--- src/rtl/cgcc_pkg.sv ---
// ----------------------------------------------------------------------------
// cgcc_pkg: shared types and constants of the corner grid collinearity check
// Point, triple and job layouts, register codes and reset values used by the
// front end, the job queue, the back end and the angle pipeline.
// ----------------------------------------------------------------------------
`default_nettype none

package cgcc_pkg;

  // Default sizes of the pattern the block can follow
  localparam int MAX_GRID_WIDTH_DEFAULT  = 16;
  localparam int MAX_GRID_HEIGHT_DEFAULT = 16;

  // Field and counter widths
  localparam int DIM_W       = 5;
  localparam int THR_W       = 16;
  localparam int COORD_W     = 16;
  localparam int DIFF_W      = COORD_W + 1;
  localparam int ROW_IDX_W   = 5;
  localparam int ROW_IDX_MAX = 31;
  localparam int TOTAL_W     = 9;
  localparam int TOTAL_MAX   = 511;
  localparam int EXPECT_W    = 2 * DIM_W;

  // Register reset values (threshold is 0.993 in Q0.16, rounded down)
  localparam logic [DIM_W-1:0] GRID_WIDTH_RESET    = 5'd11;
  localparam logic [DIM_W-1:0] GRID_HEIGHT_RESET   = 5'd8;
  localparam logic [THR_W-1:0] COS_THRESHOLD_RESET = 16'd65077;

  // Configuration register indexes
  localparam int CFG_INDEX_W = 2;
  localparam int CFG_DATA_W  = THR_W;
  typedef enum logic [CFG_INDEX_W-1:0] {
    CFG_GRID_WIDTH    = 2'd0,
    CFG_GRID_HEIGHT   = 2'd1,
    CFG_COS_THRESHOLD = 2'd2
  } cfg_reg_t;

  // Job queue between front and back
  localparam int QUEUE_DEPTH = 2;
  localparam int QUEUE_PTR_W = 1;

  typedef struct packed {
    logic [COORD_W-1:0] y;
    logic [COORD_W-1:0] x;
  } point_t;

  // Difference vectors a = p1 - p0 and b = p2 - p1
  typedef struct packed {
    logic signed [DIFF_W-1:0] ax;
    logic signed [DIFF_W-1:0] ay;
    logic signed [DIFF_W-1:0] bx;
    logic signed [DIFF_W-1:0] by;
  } triple_t;

  typedef struct packed {
    triple_t row_triple;
    triple_t col_triple;
    logic    row_en;
    logic    col_en;
    logic    list_end;
    logic    mismatch;
  } job_t;

  // Side band that travels with one triple through the angle pipeline
  typedef struct packed {
    logic en;
    logic list_end;
    logic mismatch;
  } tag_t;

  typedef enum logic {
    FE_IDLE,
    FE_LOOKUP
  } front_state_t;

  function automatic logic signed [DIFF_W-1:0] coord_diff(
    input logic [COORD_W-1:0] hi,
    input logic [COORD_W-1:0] lo
  );
    return $signed({1'b0, hi}) - $signed({1'b0, lo});
  endfunction

  function automatic triple_t make_triple(
    input point_t p0,
    input point_t p1,
    input point_t p2
  );
    triple_t t;
    t.ax = coord_diff(p1.x, p0.x);
    t.ay = coord_diff(p1.y, p0.y);
    t.bx = coord_diff(p2.x, p1.x);
    t.by = coord_diff(p2.y, p1.y);
    return t;
  endfunction

endpackage

`default_nettype wire

--- src/rtl/cgcc_queue.sv ---
// ----------------------------------------------------------------------------
// cgcc_queue: job queue between front and back
// A short first-in first-out buffer that lets each side stall on its own.
// ----------------------------------------------------------------------------
`default_nettype none

module cgcc_queue (
  input  logic           clk,
  input  logic           rst,
  input  logic           push_valid,
  output logic           push_ready,
  input  cgcc_pkg::job_t push_job,
  output logic           pop_valid,
  input  logic           pop_ready,
  output cgcc_pkg::job_t pop_job
);

  import cgcc_pkg::*;

  job_t                 slots [QUEUE_DEPTH];
  logic [QUEUE_PTR_W-1:0] wr_ptr;
  logic [QUEUE_PTR_W-1:0] rd_ptr;
  logic [QUEUE_PTR_W:0]   count;
  logic                   push_fire;
  logic                   pop_fire;

  assign push_ready = count != (QUEUE_PTR_W + 1)'(QUEUE_DEPTH);
  assign pop_valid  = count != '0;
  assign push_fire  = push_valid && push_ready;
  assign pop_fire   = pop_valid && pop_ready;
  assign pop_job    = slots[rd_ptr];

  // Pointers and fill count
  always_ff @(posedge clk) begin
    if (rst) begin
      wr_ptr <= '0;
      rd_ptr <= '0;
      count  <= '0;
    end else begin
      if (push_fire) begin
        wr_ptr <= (wr_ptr == QUEUE_PTR_W'(QUEUE_DEPTH - 1)) ? '0 : wr_ptr + 1'b1;
      end
      if (pop_fire) begin
        rd_ptr <= (rd_ptr == QUEUE_PTR_W'(QUEUE_DEPTH - 1)) ? '0 : rd_ptr + 1'b1;
      end
      if (push_fire && !pop_fire) begin
        count <= count + 1'b1;
      end else if (pop_fire && !push_fire) begin
        count <= count - 1'b1;
      end
    end
  end

  // Store a beat
  always_ff @(posedge clk) begin
    if (push_fire) begin
      slots[wr_ptr] <= push_job;
    end
  end

endmodule

`default_nettype wire

--- config.mk ---
export PLATFORM = sky130hd
export DESIGN_NAME = cgcc_queue
export DESIGN_NICKNAME = d
export VERILOG_FILES = /design/src/rtl/cgcc_pkg.sv /design/src/rtl/cgcc_queue.sv
export SDC_FILE = /design/constraint.sdc
export NUM_CORES = 1
export LEC_CHECK = 0
export BUFFER_PORTS_ARGS = -buffer_cell sky130_fd_sc_hd__buf_2
export CAP_MARGIN = 20
export CORE_ASPECT_RATIO = 0.7
export CORE_MARGIN = 2
export CORE_UTILIZATION = 52
export DETAILED_ROUTE_END_ITERATION = 7
export PLACE_DENSITY = 0.82
export SLEW_MARGIN = 0
export SYNTH_ARGS = -nofsm -noshare
export SYNTH_HDL_FRONTEND = slang
export SYNTH_SLANG_ARGS = --single-unit
--- constraint.sdc ---
create_clock -name clk -period 6.75 [get_ports clk]
set_input_delay 2.025 -clock clk [delete_from_list [all_inputs] [get_ports clk]]
set_output_delay 2.025 -clock clk [all_outputs]
set_load 0.05 [all_outputs]
## Word level (Yosys, flattened, before mapping)

Memory sizes are Yosys's and may differ from the RTL's. A register that Yosys moved wholly into a read port is not among the register bits.
Cells that the tools add are included.
W data, S select, Z words.

- Mux-type cells: 8
- Add/sub/neg operators: 4
- Reductions and logical operators: 8
- Eq/ne operators: 1

Operators by type and width:

| operator | number |
|---|---|
| $mux W1 | 6 |
| $logic_and A1 B1 Y1 | 4 |
| $mux W2 | 2 |
| $reduce_bool A2 Y1 | 2 |
| $add A1 B1 Y1 const B | 2 |
| $add A2 B1 Y2 const B | 1 |
| $logic_not A1 Y1 | 2 |
| $ne A2 B2 Y1 const B | 1 |
| $sub A2 B1 Y2 const B | 1 |

- RAM bits: 280
- Bits in registers: 4
- Memories: 1
- Word-level logic and storage cells: 25

Memories:

| memory | depth | width | read ports | clocked after memory_dff | write ports | line | source |
|---|---|---|---|---|---|---|---|
| slots | 2 | 140 | 1 | 1 | 1 | cgcc_queue.sv:20 | `job_t slots [QUEUE_DEPTH];` |

## Longest topological paths before layout

- Depth in word-level cells: 6
- Gate-level depth with buffers: 6
- Gate-level depth less buffers: 6

## Worst setup path before layout

OpenSTA, ideal clock, no wires.

- Kind: input to register
- From: in push_valid
- To: mem slots[1][0] (netlist bit) (enable)
- Arrival: 5.292 ns
- Stages on the path: 1
- Library setup time: 0.517 ns
- Setup slack: 0.941 ns
- Path through: and3_1

- Cells in the longest elaborated chain, start to end: 3

RTL lines:

| item | line | source |
|---|---|---|
| start: declaration | cgcc_queue.sv:10 | `input logic push_valid,` |
| $logic_and A1 B1 Y1 | cgcc_queue.sv:29 | `assign push_fire = push_valid && push_ready;` |
| $mux W1 | cgcc_queue.sv:56 | `if (push_fire) begin` |
| $mux W1 (not written as such) | cgcc_queue.sv:57 | `slots[wr_ptr] <= push_job;` |
| end: declaration | cgcc_queue.sv:20 |  |

Every way passes these cells.

==> impl_metrics.json <==
{
  "p_int_mw": 3.66,
  "port_buffers": 285,
  "via_per_inst": 5.11,
  "rrSetupSlack_ps": 4100,
  "io_pins": 286,
  "final_common_cell": "buf_2",
  "fin_nets": 906,
  "yosysWarnings": 0,
  "max-vdd-ir-drop_mv": 0.378,
  "ys_top_cells_by_area": "edfxtp_1 (78%), mux2_4 (14%), mux2_2 (4.2%), buf_6 (1.2%), dfxtp_1 (0.93%)",
  "cp_slowest_cell": "dfxtp_4",
  "crit_required_ps": 4720,
  "layout_min_cycle_time_ps": 4700,
  "use_met1_pct": 23.9,
  "worstPathCellList": "buf_4, mux2_4, buf_2",
  "finalHoldViolCount": 0,
  "cp_num_buf_inv": 2,
  "antenna_found_initial": 2,
  "ys_seq_elements": 285,
  "slowest_delay_ps": 970,
  "synthArstFlopShare_pct": 0,
  "insertion_delay_ps": 510,
  "yosysTopAreaCellShare_pct": 78.3,
  "power_frac_seq_pct": 40.5,
  "switching_share_pct": 36.6,
  "power_density_nw_per_um2": 436,
  "die_area_sq_um": 21800,
  "synth_fp_nets": 605,
  "finalSetupViolations": 0,
  "synth_edf_count": 280,
  "grt_overflow": 0,
  "tritoncts": "done",
  "synth.yosys.seq_area_share_pct": 79.2,
  "route.detailed.drc": 0,
  "power.total_mw": 5.77,
  "stdcell_count": 1051,
  "dieWidth_um": 176,
  "grt_pass1_vias": 5690,
  "area_delta_synth_final_pct": 23.2,
  "ff_latch_area_sq_um": 8510,
  "path_max_fanout": 62,
  "clk_pin_slew_ps": 70,
  "relSlewSlack_pct": 33.5,
  "post-cts-setup-buffer-count": 0,
  "ctsResizeCount": 0,
  "r2r_start": "count[0]",
  "final_cell_mix": "buf_2 (285), edfxtp_1 (280), mux2_4 (100), mux2_2 (40), clkbuf_16 (27)",
  "synthesis.area_sq_um": 10700,
  "use_met2_pct": 29.2,
  "reg2reg_depth": 4,
  "worst_slew_pin_slew_ps": 997,
  "rsz0062_at_grt": "no",
  "yosys.cell_types.count": 20,
  "top_usage_layer": "met2",
  "cts_buffers": 26,
  "synthCells": 460,
  "grt_usage_pct": 17.9,
  "drt_iter0_drc": 355,
  "fin_setup_tns_ps": 0,
  "first_pass_iters": 4,
  "p_sw_mw": 2.11,
  "rows": 43,
  "routabilityCongestion": 0.841,
  "finalCritPeriodShare_pct": 69.6,
  "initial_core_util_pct": 53.7,
  "p_comb_share_pct": 35.2,
  "coreArea_sq_um": 20000,
  "critical_path.endpoint": "pop_job[88]",
  "drive_gt1_share_pct": 60.5,
  "synth_ff_type": "edfxtp_1",
  "cts_root_buffer": "clkbuf_16",
  "p_leak_nw": 5.13,
  "run_status": "finished clean",
  "wirelength_um": 20100,
  "ant_nets": 0,
  "fmax_ghz": 0.213,
  "critPathLaunchType": "flop",
  "skew_ps": 16.5,
  "crit_type": "reg2out",
  "hpwl_um": 13600,
  "endpoint_kind": "output port",
  "hp-class": "reg2reg",
  "grt_pass1_wl_um": 30600,
  "htreeDepth": 1,
  "postCtsHoldBufs": 0,
  "timing.rr.end": "slots[0][21]",
  "wl_per_cell_um": 19.1,
  "grt_max_degree": 102,
  "drv_slew": 0,
  "multi_input_area_sq_um": 2080,
  "maxCapViolations": 0,
  "die_y_um": 124,
  "clock_sinks": 285,
  "crit_arrival_ps": 2670,
  "critical-path-top-delay-family": "flip-flops",
  "clkPwrFrac_pct": 24.3,
  "syn_area_per_cell_sq_um": 23.4,
  "n_fill_cell": 1348,
  "cts_buffer_depth": 3,
  "whs_ps": 530,
  "use_met3_pct": 5.59,
  "synth_area_leader_cell": "edfxtp_1",
  "cp.depth": 3,
  "vias": 5366,
  "placed_cells_incl_taps": 1003
}
==> sequential cells by signal, summed over array words and instances, names as in the netlist, named ones only <==
name,cells
count,2
rd_ptr,1
slots,280
wr_ptr,1
==> kinds of logic after synthesis <==
kind of cell,count (synthesis),share of synthesized area [%]
mux,140,18.2
buf+inv,17,1.51
flops,285,79.2
compound gates,5,0.280
simple gates,9,0.466
fa+ha+maj,1,0.116
xor+xnor,3,0.245
==> stage by stage <==
stage	instance area, sq um	setup slack [ps]	util, %
2_1_floorplan	10700	941	-
3_3_place_gp	12400	2630	62.0
3_5_place_dp	12400	2580	62.0
4_1_cts	13200	2020	66.1
5_1_grt	13200	1920	66.1
6_report	13200	2050	66.1
==> worst min path at each step <==
stage	start	endpoint	depth (start not counted)
5_1_grt	count[1]	count[1]	2
6_report	rd_ptr	flop	2
4_1_cts	rd_ptr	flop	2
3_3_place_gp	rd_ptr	flop	2
2_1_floorplan	count[1]	count[1]	2
3_5_place_dp	rd_ptr	flop	2
==> layout make-up <==
| cell class | count | share of cell area [%] |
|---|---|---|
| timing repair buffer | 289 | 11.2 |
| inverter | 1 | 0.0662 |
| multi-input combinational | 158 | 15.7 |
| antenna | 2 | 0.0378 |
| sequential | 285 | 64.3 |
| clock buffer | 34 | 5.30 |
| tap | 270 | 2.55 |
| clock inverter | 12 | 0.860 |
==> metal layers <==
metal | vias to the layer above | part of all wire [%]
met5 | - | 0
met2 | 267 | 47
li1 | 2428 | -
met4 | 0 | 1.7
met1 | 2642 | 42
met3 | 29 | 9.6
==> worst reg2reg max path: cells and delay by family, from the launching register on <==
family                 cells  cell delay [ps]
buffers and inverters      2             1400
flip-flops                 1              430
AND/OR/NAND/NOR            2              430
==> synth_stat cells (2+ instances only) <==
master	n
mux2_4	100
buf_6	11
o21ai_0	2
a21oi_1	2
buf_2	4
dfxtp_1	5
edfxtp_1	280
mux2_2	40
xor2_1	3
nor2_1	3
==> power by group through the flow <==
| stage | clock [mW] | combinational, mW | sequential (mW) |
|---|---|---|---|
| 2_1_floorplan | 0 | 1.74 | 2.32 |
| 3_3_place_gp | 0 | 2.01 | 2.35 |
| 3_5_place_dp | 0 | 2.04 | 2.37 |
| 4_1_cts | 1.43 | 2.05 | 2.34 |
| 5_1_grt | 1.51 | 2.11 | 2.36 |
| 6_report | 1.40 | 2.03 | 2.33 |
Power figures use the tool's default switching activity.
