--- config.mk ---
export PLATFORM = sky130hd
export DESIGN_NAME = cgcc_front
export DESIGN_NICKNAME = d
export VERILOG_FILES = /design/src/rtl/cgcc_pkg.sv /design/src/rtl/cgcc_ram.sv /design/src/rtl/cgcc_front.sv
export SDC_FILE = /design/constraint.sdc
export NUM_CORES = 1
export LEC_CHECK = 0
export ABC_AREA = 1
export BUFFER_PORTS_ARGS = -buffer_cell sky130_fd_sc_hd__buf_2
export CORE_UTILIZATION = 50
export DETAILED_ROUTE_END_ITERATION = 12
export PLACE_DENSITY = 0.67
export SLEW_MARGIN = 40
export SYNTH_ARGS = -nofsm -noshare
export SYNTH_HDL_FRONTEND = slang
export SYNTH_SLANG_ARGS = --single-unit
--- constraint.sdc ---
create_clock -name clk -period 9.15 [get_ports clk]
set_input_delay 1.3725 -clock clk [delete_from_list [all_inputs] [get_ports clk]]
set_output_delay 1.3725 -clock clk [all_outputs]
set_load 0.03 [all_outputs]
--- src/rtl/cgcc_pkg.sv ---
// ----------------------------------------------------------------------------
// cgcc_pkg: shared types and constants of the corner grid collinearity check
// Point, triple and job layouts, register codes and reset values used by the
// front end, the job queue, the back end and the angle pipeline.
// ----------------------------------------------------------------------------
`default_nettype none

package cgcc_pkg;

  // Default sizes of the pattern the block can follow
  localparam int MAX_GRID_WIDTH_DEFAULT  = 16;
  localparam int MAX_GRID_HEIGHT_DEFAULT = 16;

  // Field and counter widths
  localparam int DIM_W       = 5;
  localparam int THR_W       = 16;
  localparam int COORD_W     = 16;
  localparam int DIFF_W      = COORD_W + 1;
  localparam int ROW_IDX_W   = 5;
  localparam int ROW_IDX_MAX = 31;
  localparam int TOTAL_W     = 9;
  localparam int TOTAL_MAX   = 511;
  localparam int EXPECT_W    = 2 * DIM_W;

  // Register reset values (threshold is 0.993 in Q0.16, rounded down)
  localparam logic [DIM_W-1:0] GRID_WIDTH_RESET    = 5'd11;
  localparam logic [DIM_W-1:0] GRID_HEIGHT_RESET   = 5'd8;
  localparam logic [THR_W-1:0] COS_THRESHOLD_RESET = 16'd65077;

  // Configuration register indexes
  localparam int CFG_INDEX_W = 2;
  localparam int CFG_DATA_W  = THR_W;
  typedef enum logic [CFG_INDEX_W-1:0] {
    CFG_GRID_WIDTH    = 2'd0,
    CFG_GRID_HEIGHT   = 2'd1,
    CFG_COS_THRESHOLD = 2'd2
  } cfg_reg_t;

  // Job queue between front and back
  localparam int QUEUE_DEPTH = 2;
  localparam int QUEUE_PTR_W = 1;

  typedef struct packed {
    logic [COORD_W-1:0] y;
    logic [COORD_W-1:0] x;
  } point_t;

  // Difference vectors a = p1 - p0 and b = p2 - p1
  typedef struct packed {
    logic signed [DIFF_W-1:0] ax;
    logic signed [DIFF_W-1:0] ay;
    logic signed [DIFF_W-1:0] bx;
    logic signed [DIFF_W-1:0] by;
  } triple_t;

  typedef struct packed {
    triple_t row_triple;
    triple_t col_triple;
    logic    row_en;
    logic    col_en;
    logic    list_end;
    logic    mismatch;
  } job_t;

  // Side band that travels with one triple through the angle pipeline
  typedef struct packed {
    logic en;
    logic list_end;
    logic mismatch;
  } tag_t;

  typedef enum logic {
    FE_IDLE,
    FE_LOOKUP
  } front_state_t;

  function automatic logic signed [DIFF_W-1:0] coord_diff(
    input logic [COORD_W-1:0] hi,
    input logic [COORD_W-1:0] lo
  );
    return $signed({1'b0, hi}) - $signed({1'b0, lo});
  endfunction

  function automatic triple_t make_triple(
    input point_t p0,
    input point_t p1,
    input point_t p2
  );
    triple_t t;
    t.ax = coord_diff(p1.x, p0.x);
    t.ay = coord_diff(p1.y, p0.y);
    t.bx = coord_diff(p2.x, p1.x);
    t.by = coord_diff(p2.y, p1.y);
    return t;
  endfunction

endpackage

`default_nettype wire

--- src/rtl/cgcc_ram.sv ---
// ----------------------------------------------------------------------------
// cgcc_ram: generic single-write, single-read RAM
// One write port and one read port with registered read data.
// ----------------------------------------------------------------------------
`default_nettype none

module cgcc_ram #(
  parameter int WIDTH = 64,
  parameter int DEPTH = 16
) (
  input  logic                     clk,
  input  logic                     wr_en,
  input  logic [$clog2(DEPTH)-1:0] wr_addr,
  input  logic [WIDTH-1:0]         wr_data,
  input  logic                     rd_en,
  input  logic [$clog2(DEPTH)-1:0] rd_addr,
  output logic [WIDTH-1:0]         rd_data
);

  logic [WIDTH-1:0] mem [DEPTH];

  // Write port
  always_ff @(posedge clk) begin
    if (wr_en) begin
      mem[wr_addr] <= wr_data;
    end
  end

  // Registered read port
  always_ff @(posedge clk) begin
    if (rd_en) begin
      rd_data <= mem[rd_addr];
    end
  end

endmodule

`default_nettype wire

--- src/rtl/cgcc_front.sv ---
// ----------------------------------------------------------------------------
// cgcc_front: corner intake and grid walk
// Accepts one corner, looks up the two stored corners of its column, forms
// the row and column triples and pushes one job per corner into the queue.
// ----------------------------------------------------------------------------
`default_nettype none

module cgcc_front #(
  parameter int MAX_GRID_WIDTH  = 16,
  parameter int MAX_GRID_HEIGHT = 16
) (
  input  logic                         clk,
  input  logic                         rst,
  input  logic                         in_valid,
  output logic                         in_ready,
  input  logic [cgcc_pkg::COORD_W-1:0] corner_x,
  input  logic [cgcc_pkg::COORD_W-1:0] corner_y,
  input  logic                         last_corner,
  input  logic [cgcc_pkg::DIM_W-1:0]   grid_width,
  input  logic [cgcc_pkg::DIM_W-1:0]   grid_height,
  output logic                         push_valid,
  input  logic                         push_ready,
  output cgcc_pkg::job_t               push_job
);

  import cgcc_pkg::*;

  localparam int COL_W   = $clog2(MAX_GRID_WIDTH);
  localparam int STORE_W = 2 * $bits(point_t);

  front_state_t           state;
  front_state_t           state_next;
  point_t                 cur_pt;
  logic                   cur_last;
  point_t                 prev_corner;
  point_t                 prev_prev_corner;
  logic [COL_W-1:0]       column_index;
  logic [ROW_IDX_W-1:0]   row_index;
  logic [TOTAL_W-1:0]     corner_total;

  logic [STORE_W-1:0]     store_rd;
  point_t                 older_pt;
  point_t                 newer_pt;
  logic                   accept;
  logic                   push_fire;

  logic [DIM_W-1:0]       width_eff;
  logic [DIM_W-1:0]       height_eff;
  logic [COL_W:0]         col_inc;
  logic                   wrap;
  logic [ROW_IDX_W-1:0]   row_next;
  logic [TOTAL_W-1:0]     total_next;
  logic [EXPECT_W-1:0]    expected;
  logic                   mismatch;

  assign accept    = in_valid && in_ready;
  assign push_fire = push_valid && push_ready;
  assign {older_pt, newer_pt} = store_rd;

  // Column store: older and newer corner of each column
  cgcc_ram #(
    .WIDTH (STORE_W),
    .DEPTH (MAX_GRID_WIDTH)
  ) u_col_store (
    .clk     (clk),
    .wr_en   (push_fire),
    .wr_addr (column_index),
    .wr_data ({newer_pt, cur_pt}),
    .rd_en   (accept),
    .rd_addr (column_index),
    .rd_data (store_rd)
  );

  // Saturate the grid size to 1..max
  always_comb begin
    if (grid_width == '0) begin
      width_eff = DIM_W'(1);
    end else if (int'(grid_width) > MAX_GRID_WIDTH) begin
      width_eff = DIM_W'(MAX_GRID_WIDTH);
    end else begin
      width_eff = grid_width;
    end
    if (grid_height == '0) begin
      height_eff = DIM_W'(1);
    end else if (int'(grid_height) > MAX_GRID_HEIGHT) begin
      height_eff = DIM_W'(MAX_GRID_HEIGHT);
    end else begin
      height_eff = grid_height;
    end
  end

  // Advance the walk and the count
  always_comb begin
    col_inc    = {1'b0, column_index} + 1'b1;
    wrap       = int'(col_inc) >= int'(width_eff);
    row_next   = row_index;
    if (wrap && row_index != ROW_IDX_W'(ROW_IDX_MAX)) begin
      row_next = row_index + 1'b1;
    end
    total_next = corner_total;
    if (corner_total != TOTAL_W'(TOTAL_MAX)) begin
      total_next = corner_total + 1'b1;
    end
    expected = EXPECT_W'(width_eff) * EXPECT_W'(height_eff);
    mismatch = EXPECT_W'(total_next) != expected;
  end

  // Build the job for the corner in hand
  always_comb begin
    push_job.row_triple = make_triple(prev_prev_corner, prev_corner, cur_pt);
    push_job.col_triple = make_triple(older_pt, newer_pt, cur_pt);
    push_job.row_en     = int'(column_index) >= 2;
    push_job.col_en     = row_index >= ROW_IDX_W'(2);
    push_job.list_end   = cur_last;
    push_job.mismatch   = mismatch;
  end

  // Next state
  always_comb begin
    state_next = state;
    unique case (state)
      FE_IDLE: begin
        if (in_valid) begin
          state_next = FE_LOOKUP;
        end
      end
      FE_LOOKUP: begin
        if (push_ready) begin
          state_next = FE_IDLE;
        end
      end
      default: state_next = FE_IDLE;
    endcase
  end

  // State outputs
  always_comb begin
    in_ready   = 1'b0;
    push_valid = 1'b0;
    unique case (state)
      FE_IDLE:   in_ready   = 1'b1;
      FE_LOOKUP: push_valid = 1'b1;
      default: begin
        in_ready   = 1'b0;
        push_valid = 1'b0;
      end
    endcase
  end

  // Walk state; drop it all at the end of a list
  always_ff @(posedge clk) begin
    if (rst) begin
      state            <= FE_IDLE;
      prev_corner      <= '0;
      prev_prev_corner <= '0;
      column_index     <= '0;
      row_index        <= '0;
      corner_total     <= '0;
    end else begin
      state <= state_next;
      if (push_fire) begin
        if (cur_last) begin
          prev_corner      <= '0;
          prev_prev_corner <= '0;
          column_index     <= '0;
          row_index        <= '0;
          corner_total     <= '0;
        end else begin
          prev_prev_corner <= prev_corner;
          prev_corner      <= cur_pt;
          column_index     <= wrap ? '0 : col_inc[COL_W-1:0];
          row_index        <= row_next;
          corner_total     <= total_next;
        end
      end
    end
  end

  // Hold the accepted corner
  always_ff @(posedge clk) begin
    if (accept) begin
      cur_pt   <= '{y: corner_y, x: corner_x};
      cur_last <= last_corner;
    end
  end

endmodule

`default_nettype wire

* After elaboration in Yosys (flattened, before gate mapping) *
Memories as Yosys holds them, arrays and structs flattened. A register that Yosys moved wholly into a read port is not among the register bits.
Cells that the tools add are included.

storage, ports and cells
  flip-flop bits (word level) = 116
  RAM bits = 1024
  logic and storage cells = 59
  memories kept = 1

memories
  memory           depth  width  read ports  clocked after Yosys merged registers in  write ports  line            RTL
  u_col_store.mem  16     64     1           1                                        1            cgcc_ram.sv:20  logic [WIDTH-1:0] mem [DEPTH];

cells by class
  add/sub/neg operators = 11
  multipliers = 1
  order comparisons = 5
  equal/unequal tests = 3
  muxes and demuxes = 19
  bitwise logic cells = 1
  reductions and logical operators = 7

operators with widths
  kind                                                                                  count
  16-bit by 16-bit subtractor with 17-bit output                                        8
  32-bit 2-to-1 mux                                                                     2
  5-bit 2-to-1 mux                                                                      6
  9-bit 2-to-1 mux                                                                      2
  5-bit greater-than comparator (second input constant)                                 2
  5-bit logical NOT                                                                     2
  5-bit by 5-bit multiplier with 10-bit output                                          1
  9-bit by 10-bit != test with 1-bit output                                             1
  9-bit by 1-bit adder with 9-bit output (second input constant)                        1
  9-bit != test (second input constant)                                                 1
  4-bit 2-to-1 mux                                                                      2
  1-bit 2-to-1 mux                                                                      6
  4-bit by 1-bit adder with 5-bit output (second input constant)                        1
  5-bit by 1-bit adder with 5-bit output (second input constant)                        1
  5-bit by 2-bit greater-or-equal comparator with 1-bit output (second input constant)  1
  5-bit greater-or-equal comparator                                                     1
  5-bit != test (second input constant)                                                 1
  4-bit by 2-bit greater-or-equal comparator with 1-bit output (second input constant)  1
  1-bit logical AND                                                                     3
  1-bit case mux with 2 select lines                                                    1
  2-bit AND reduction                                                                   1
  2-bit nonzero test                                                                    1
  1-bit NOT                                                                             1

* Logic depth before layout (Yosys ltp) *
  depth after elaboration = 7
  depth in mapped cells = 23

* Hierarchy *
From an unflattened synthesis, not the netlist that was laid out.

second synthesis, totals
  cell total of the unflattened synthesis = 5809
  area, all modules = 57214.9 um2

modules (own cells, without submodules)
  module      times used  cells an instance  area each (um2)  seq. area each (um2)
  cgcc_ram    1           4210               45926.5          32671.3
  cgcc_front  1           1599               11288.3          2652.5

* Least setup slack after synthesis *
No wires, ideal clock.

  path type = input port to flip-flop
  start = input push_ready
  end = memory u_col_store.mem[15][0] (enable)
  setup time = 0.564 ns
  arrival = 5.872 ns
  required time = 8.586 ns
  slack = 2.714 ns
  stages on the path = 2
  cells stage by stage = nand2_2 -> nor3_1

between the ends
  longest elaborated chain between the ends = 3

ends and longest elaborated chain
  element                                 line              RTL
  start: declaration                      cgcc_front.sv:22  input logic push_ready,
  1-bit logical AND                       cgcc_front.sv:57  assign push_fire = push_valid && push_ready;
  1-bit 2-to-1 mux                        cgcc_ram.sv:24    if (wr_en) begin
  1-bit 2-to-1 mux (not written as such)  cgcc_ram.sv:25    mem[wr_addr] <= wr_data;
  end: declaration                        cgcc_ram.sv:20

No other way between the ends.

==> results.toml <==
[worst_setup_path]
critPathArrivalTime_ns = 5.06
critPathKind = "input port to output port"
end_kind = "output port"
required_ns = 7.78
cp_max_fo = 7
start_kind = "input port"

[detailed_routing]
remaining_drc_errors = 0
wl_um = 141000
drtIter0Drc = 3963
ant_nets = 0
wl_per_cell_um = 22.7
vias_per_cell = 5.78
num_vias = 35800
dr.pass1.iters = 7

[sta]
fin_crit_sh_pct = 70.3
setup_violations = 0
timing.final.ws_setup_ns = 2.72
rsz0062_at_grt = "false"
max_slew.worst_pin.slew_ns = 0.887
whs_ns = 0.487
slew_violations = 0
slew_headroom_pct = 40.9
fmax_mhz = 155
clock_skew_ns = 0.0420
tns_ns = 0
hold_violations = 0
fin_crit_ns = 6.43

[synth]
yosysMostFrequentCell = "edfxtp_1"
yosysSeqAreaShare_pct = 67.1
syn_nets = 4764
synth_area_leaders = "edfxtp_1 (64%), o21ai_0 (5.6%), nand2_1 (4.5%)"
netlist_top_cells_count = "edfxtp_1 (1121), nand2_1 (626), nor2_1 (597)"
syn_inst = 4541
yosys_warnings = 0
syn_area_um2 = 52600
synth_seq_cells = 1204
ys_types = 40
synth_top_area_share_pct = 64.0
synth-async-reset-ratio_pct = 0
synth.largest_area_cell = "edfxtp_1"
synth-main-ff-cell = "edfxtp_1"
synth_edf_count = 1121
avgSynthCellArea_um2 = 11.6

[floorplanning]
io_pins = 189
die_h_um = 326
core_area_um2 = 104000
start_util_pct = 50.6
num_rows = 118
die_area_um2 = 107000
fp.dieW_um = 326

[pwr]
cellLeakagePower_nw = 21.6
power_frac_seq_pct = 50.9
p_sw_share_pct = 24.7
pwr-share-comb_pct = 9.9
switchingPower_w = 0.00300
power_density_nw_per_um2 = 206
p_int_w = 0.00913
ir_worst_vdd_mv = 0.154
clock_power_share_pct = 39.2

[global_route]
grt_use_total_pct = 26.0
grt_max_degree = 166
antenna_found_initial = 4
grt_pass1_vias = 34100
grt_overflow_total = 0
grt_first_pass_wirelength_um = 210000

[cells_and_area]
multi_input_area_um2 = 15100
drive_gt1_share_pct = 9.74
layout.nets = 4935
area_delta_synth_final_pct = 12.0
final-seq-area_um2 = 35300
fillerInstances = 8675

[cts]
clock_path_buffers = 3
cts_resized = 0
cts_tree = "built"
clk-insertion-delay-late_ns = 0.72
root_buffer = "clkbuf_16"
cts_max_level = 3
cts_inserted_buffers = 117
ctsHoldBuffers = 0
cts_setup_buffers = 0
cts_sinks = 1204
cts.clk_slew.worst_paths_ns = 0.06

[place]
dp_hpwl_um = 80500
dp_slack_ns = 2.67
gp_congestion = 0.861
portBuffers = 188

[hold_path]
min_path_type = "flip-flop to flip-flop"

[job]
cap_violations = 0

[status]
status = "completed"
## worst paths after layout
check / from / slack [ns] / cells past startpoint / end
max: grid_width[4] / 2.72 / 20 / push_job[0]
min: prev_prev_corner[26] / 0.49 / 2 / prev_prev_corner[26]
max reg2reg: column_index[0] / 5.16 / 7 / u_col_store.mem[0][43]
min reg2reg: prev_prev_corner[26] / 0.49 / 2 / prev_prev_corner[26]
## critical path: stages
cell     delay [ns]
buf_2          0.13
inv_1          0.18
nand2_1        0.23
nor2_1         0.19
fa_1           0.44
inv_1          0.08
fa_1           0.42
fa_1           0.49
inv_1          0.04
ha_1           0.35
or2_2          0.30
nand3_1        0.10
nand2_1        0.06
nand2_1        0.08
nand3_1        0.07
nand2_1        0.07
nand2_1        0.05
nor2_1         0.12
nand3_1        0.12
buf_2          0.20
## through the flow
step                      utilization (%)  area, um2  cells  power [W]
after CTS                            56.6      58900   6191     0.0122
after floorplan                         -      52600   4541    0.00705
after global placement               52.8      54900   5962    0.00748
final                                56.7      58900   6195     0.0121
after detailed placement             53.0      55100   5971    0.00749
after global routing                 56.7      58900   6193     0.0125
## sequential cells by signal, summed over array words and instances (netlist names)
| signal | flops |
|---|---|
| prev_prev_corner | 32 |
| cur_pt | 32 |
| u_col_store.rd_data | 64 |
| cur_last | 1 |
| prev_corner | 32 |
| u_col_store.mem | 1024 |
| row_index | 5 |
| column_index | 4 |
| corner_total | 9 |
| state | 1 |
## power by group through the flow
stage	sequential, W	combinational [W]	clock (W)
floorplan	0.00626	0.000794	0
finish	0.00617	0.00120	0.00476
global route	0.00618	0.00130	0.00501
detailed placement	0.00629	0.00120	0
global placement	0.00629	0.00119	0
CTS	0.00617	0.00121	0.00480
## cell families (layout without fill, tap and decap cells)
family                   after synthesis  in the layout  synth area share [%]
AO/OA/AOI/OAI                       1103           1103                  11.5
buffers and inverters                546            818                  4.52
adder cells (fa/ha/maj)              176            176                  4.43
AND/OR/NAND/NOR                     1412           1412                  10.8
other                                  0              2                     0
flip-flops                          1204           1204                  67.1
XOR/XNOR                             100            100                  1.66
## cell type report
cell class,instances,share of cell area [%]
diodes,2,0.00849
inverters,330,2.13
repair buffers,268,2.97
clock inverters,66,1.03
multi-input cells,2791,25.6
flip-flops and latches,1204,60.0
well taps,1380,2.93
clock buffers,154,5.38
## layout by cell type (no fill, tap or decap), drive strengths merged, types with 83 or more instances in the layout
cell / count
buf: 268
inv: 330
nand2: 629
nand4: 86
o21ai: 620
dfxtp: 83
clkbuf: 154
edfxtp: 1121
nor2: 599
o22ai: 292
a21oi: 126
ha: 159
## metal layers
| metal | vias to the layer above | global-route usage (%) | part of all wire [%] |
|---|---|---|---|
| met5 | - | 0 | 0.0071 |
| li1 | 16600 | - | - |
| met4 | 2 | 7.34 | 2.3 |
| met1 | 17500 | 37.4 | 43 |
| met2 | 1502 | 41.5 | 47 |
| met3 | 176 | 3.84 | 8.3 |
Note: power is estimated with default switching activity, not from simulation.
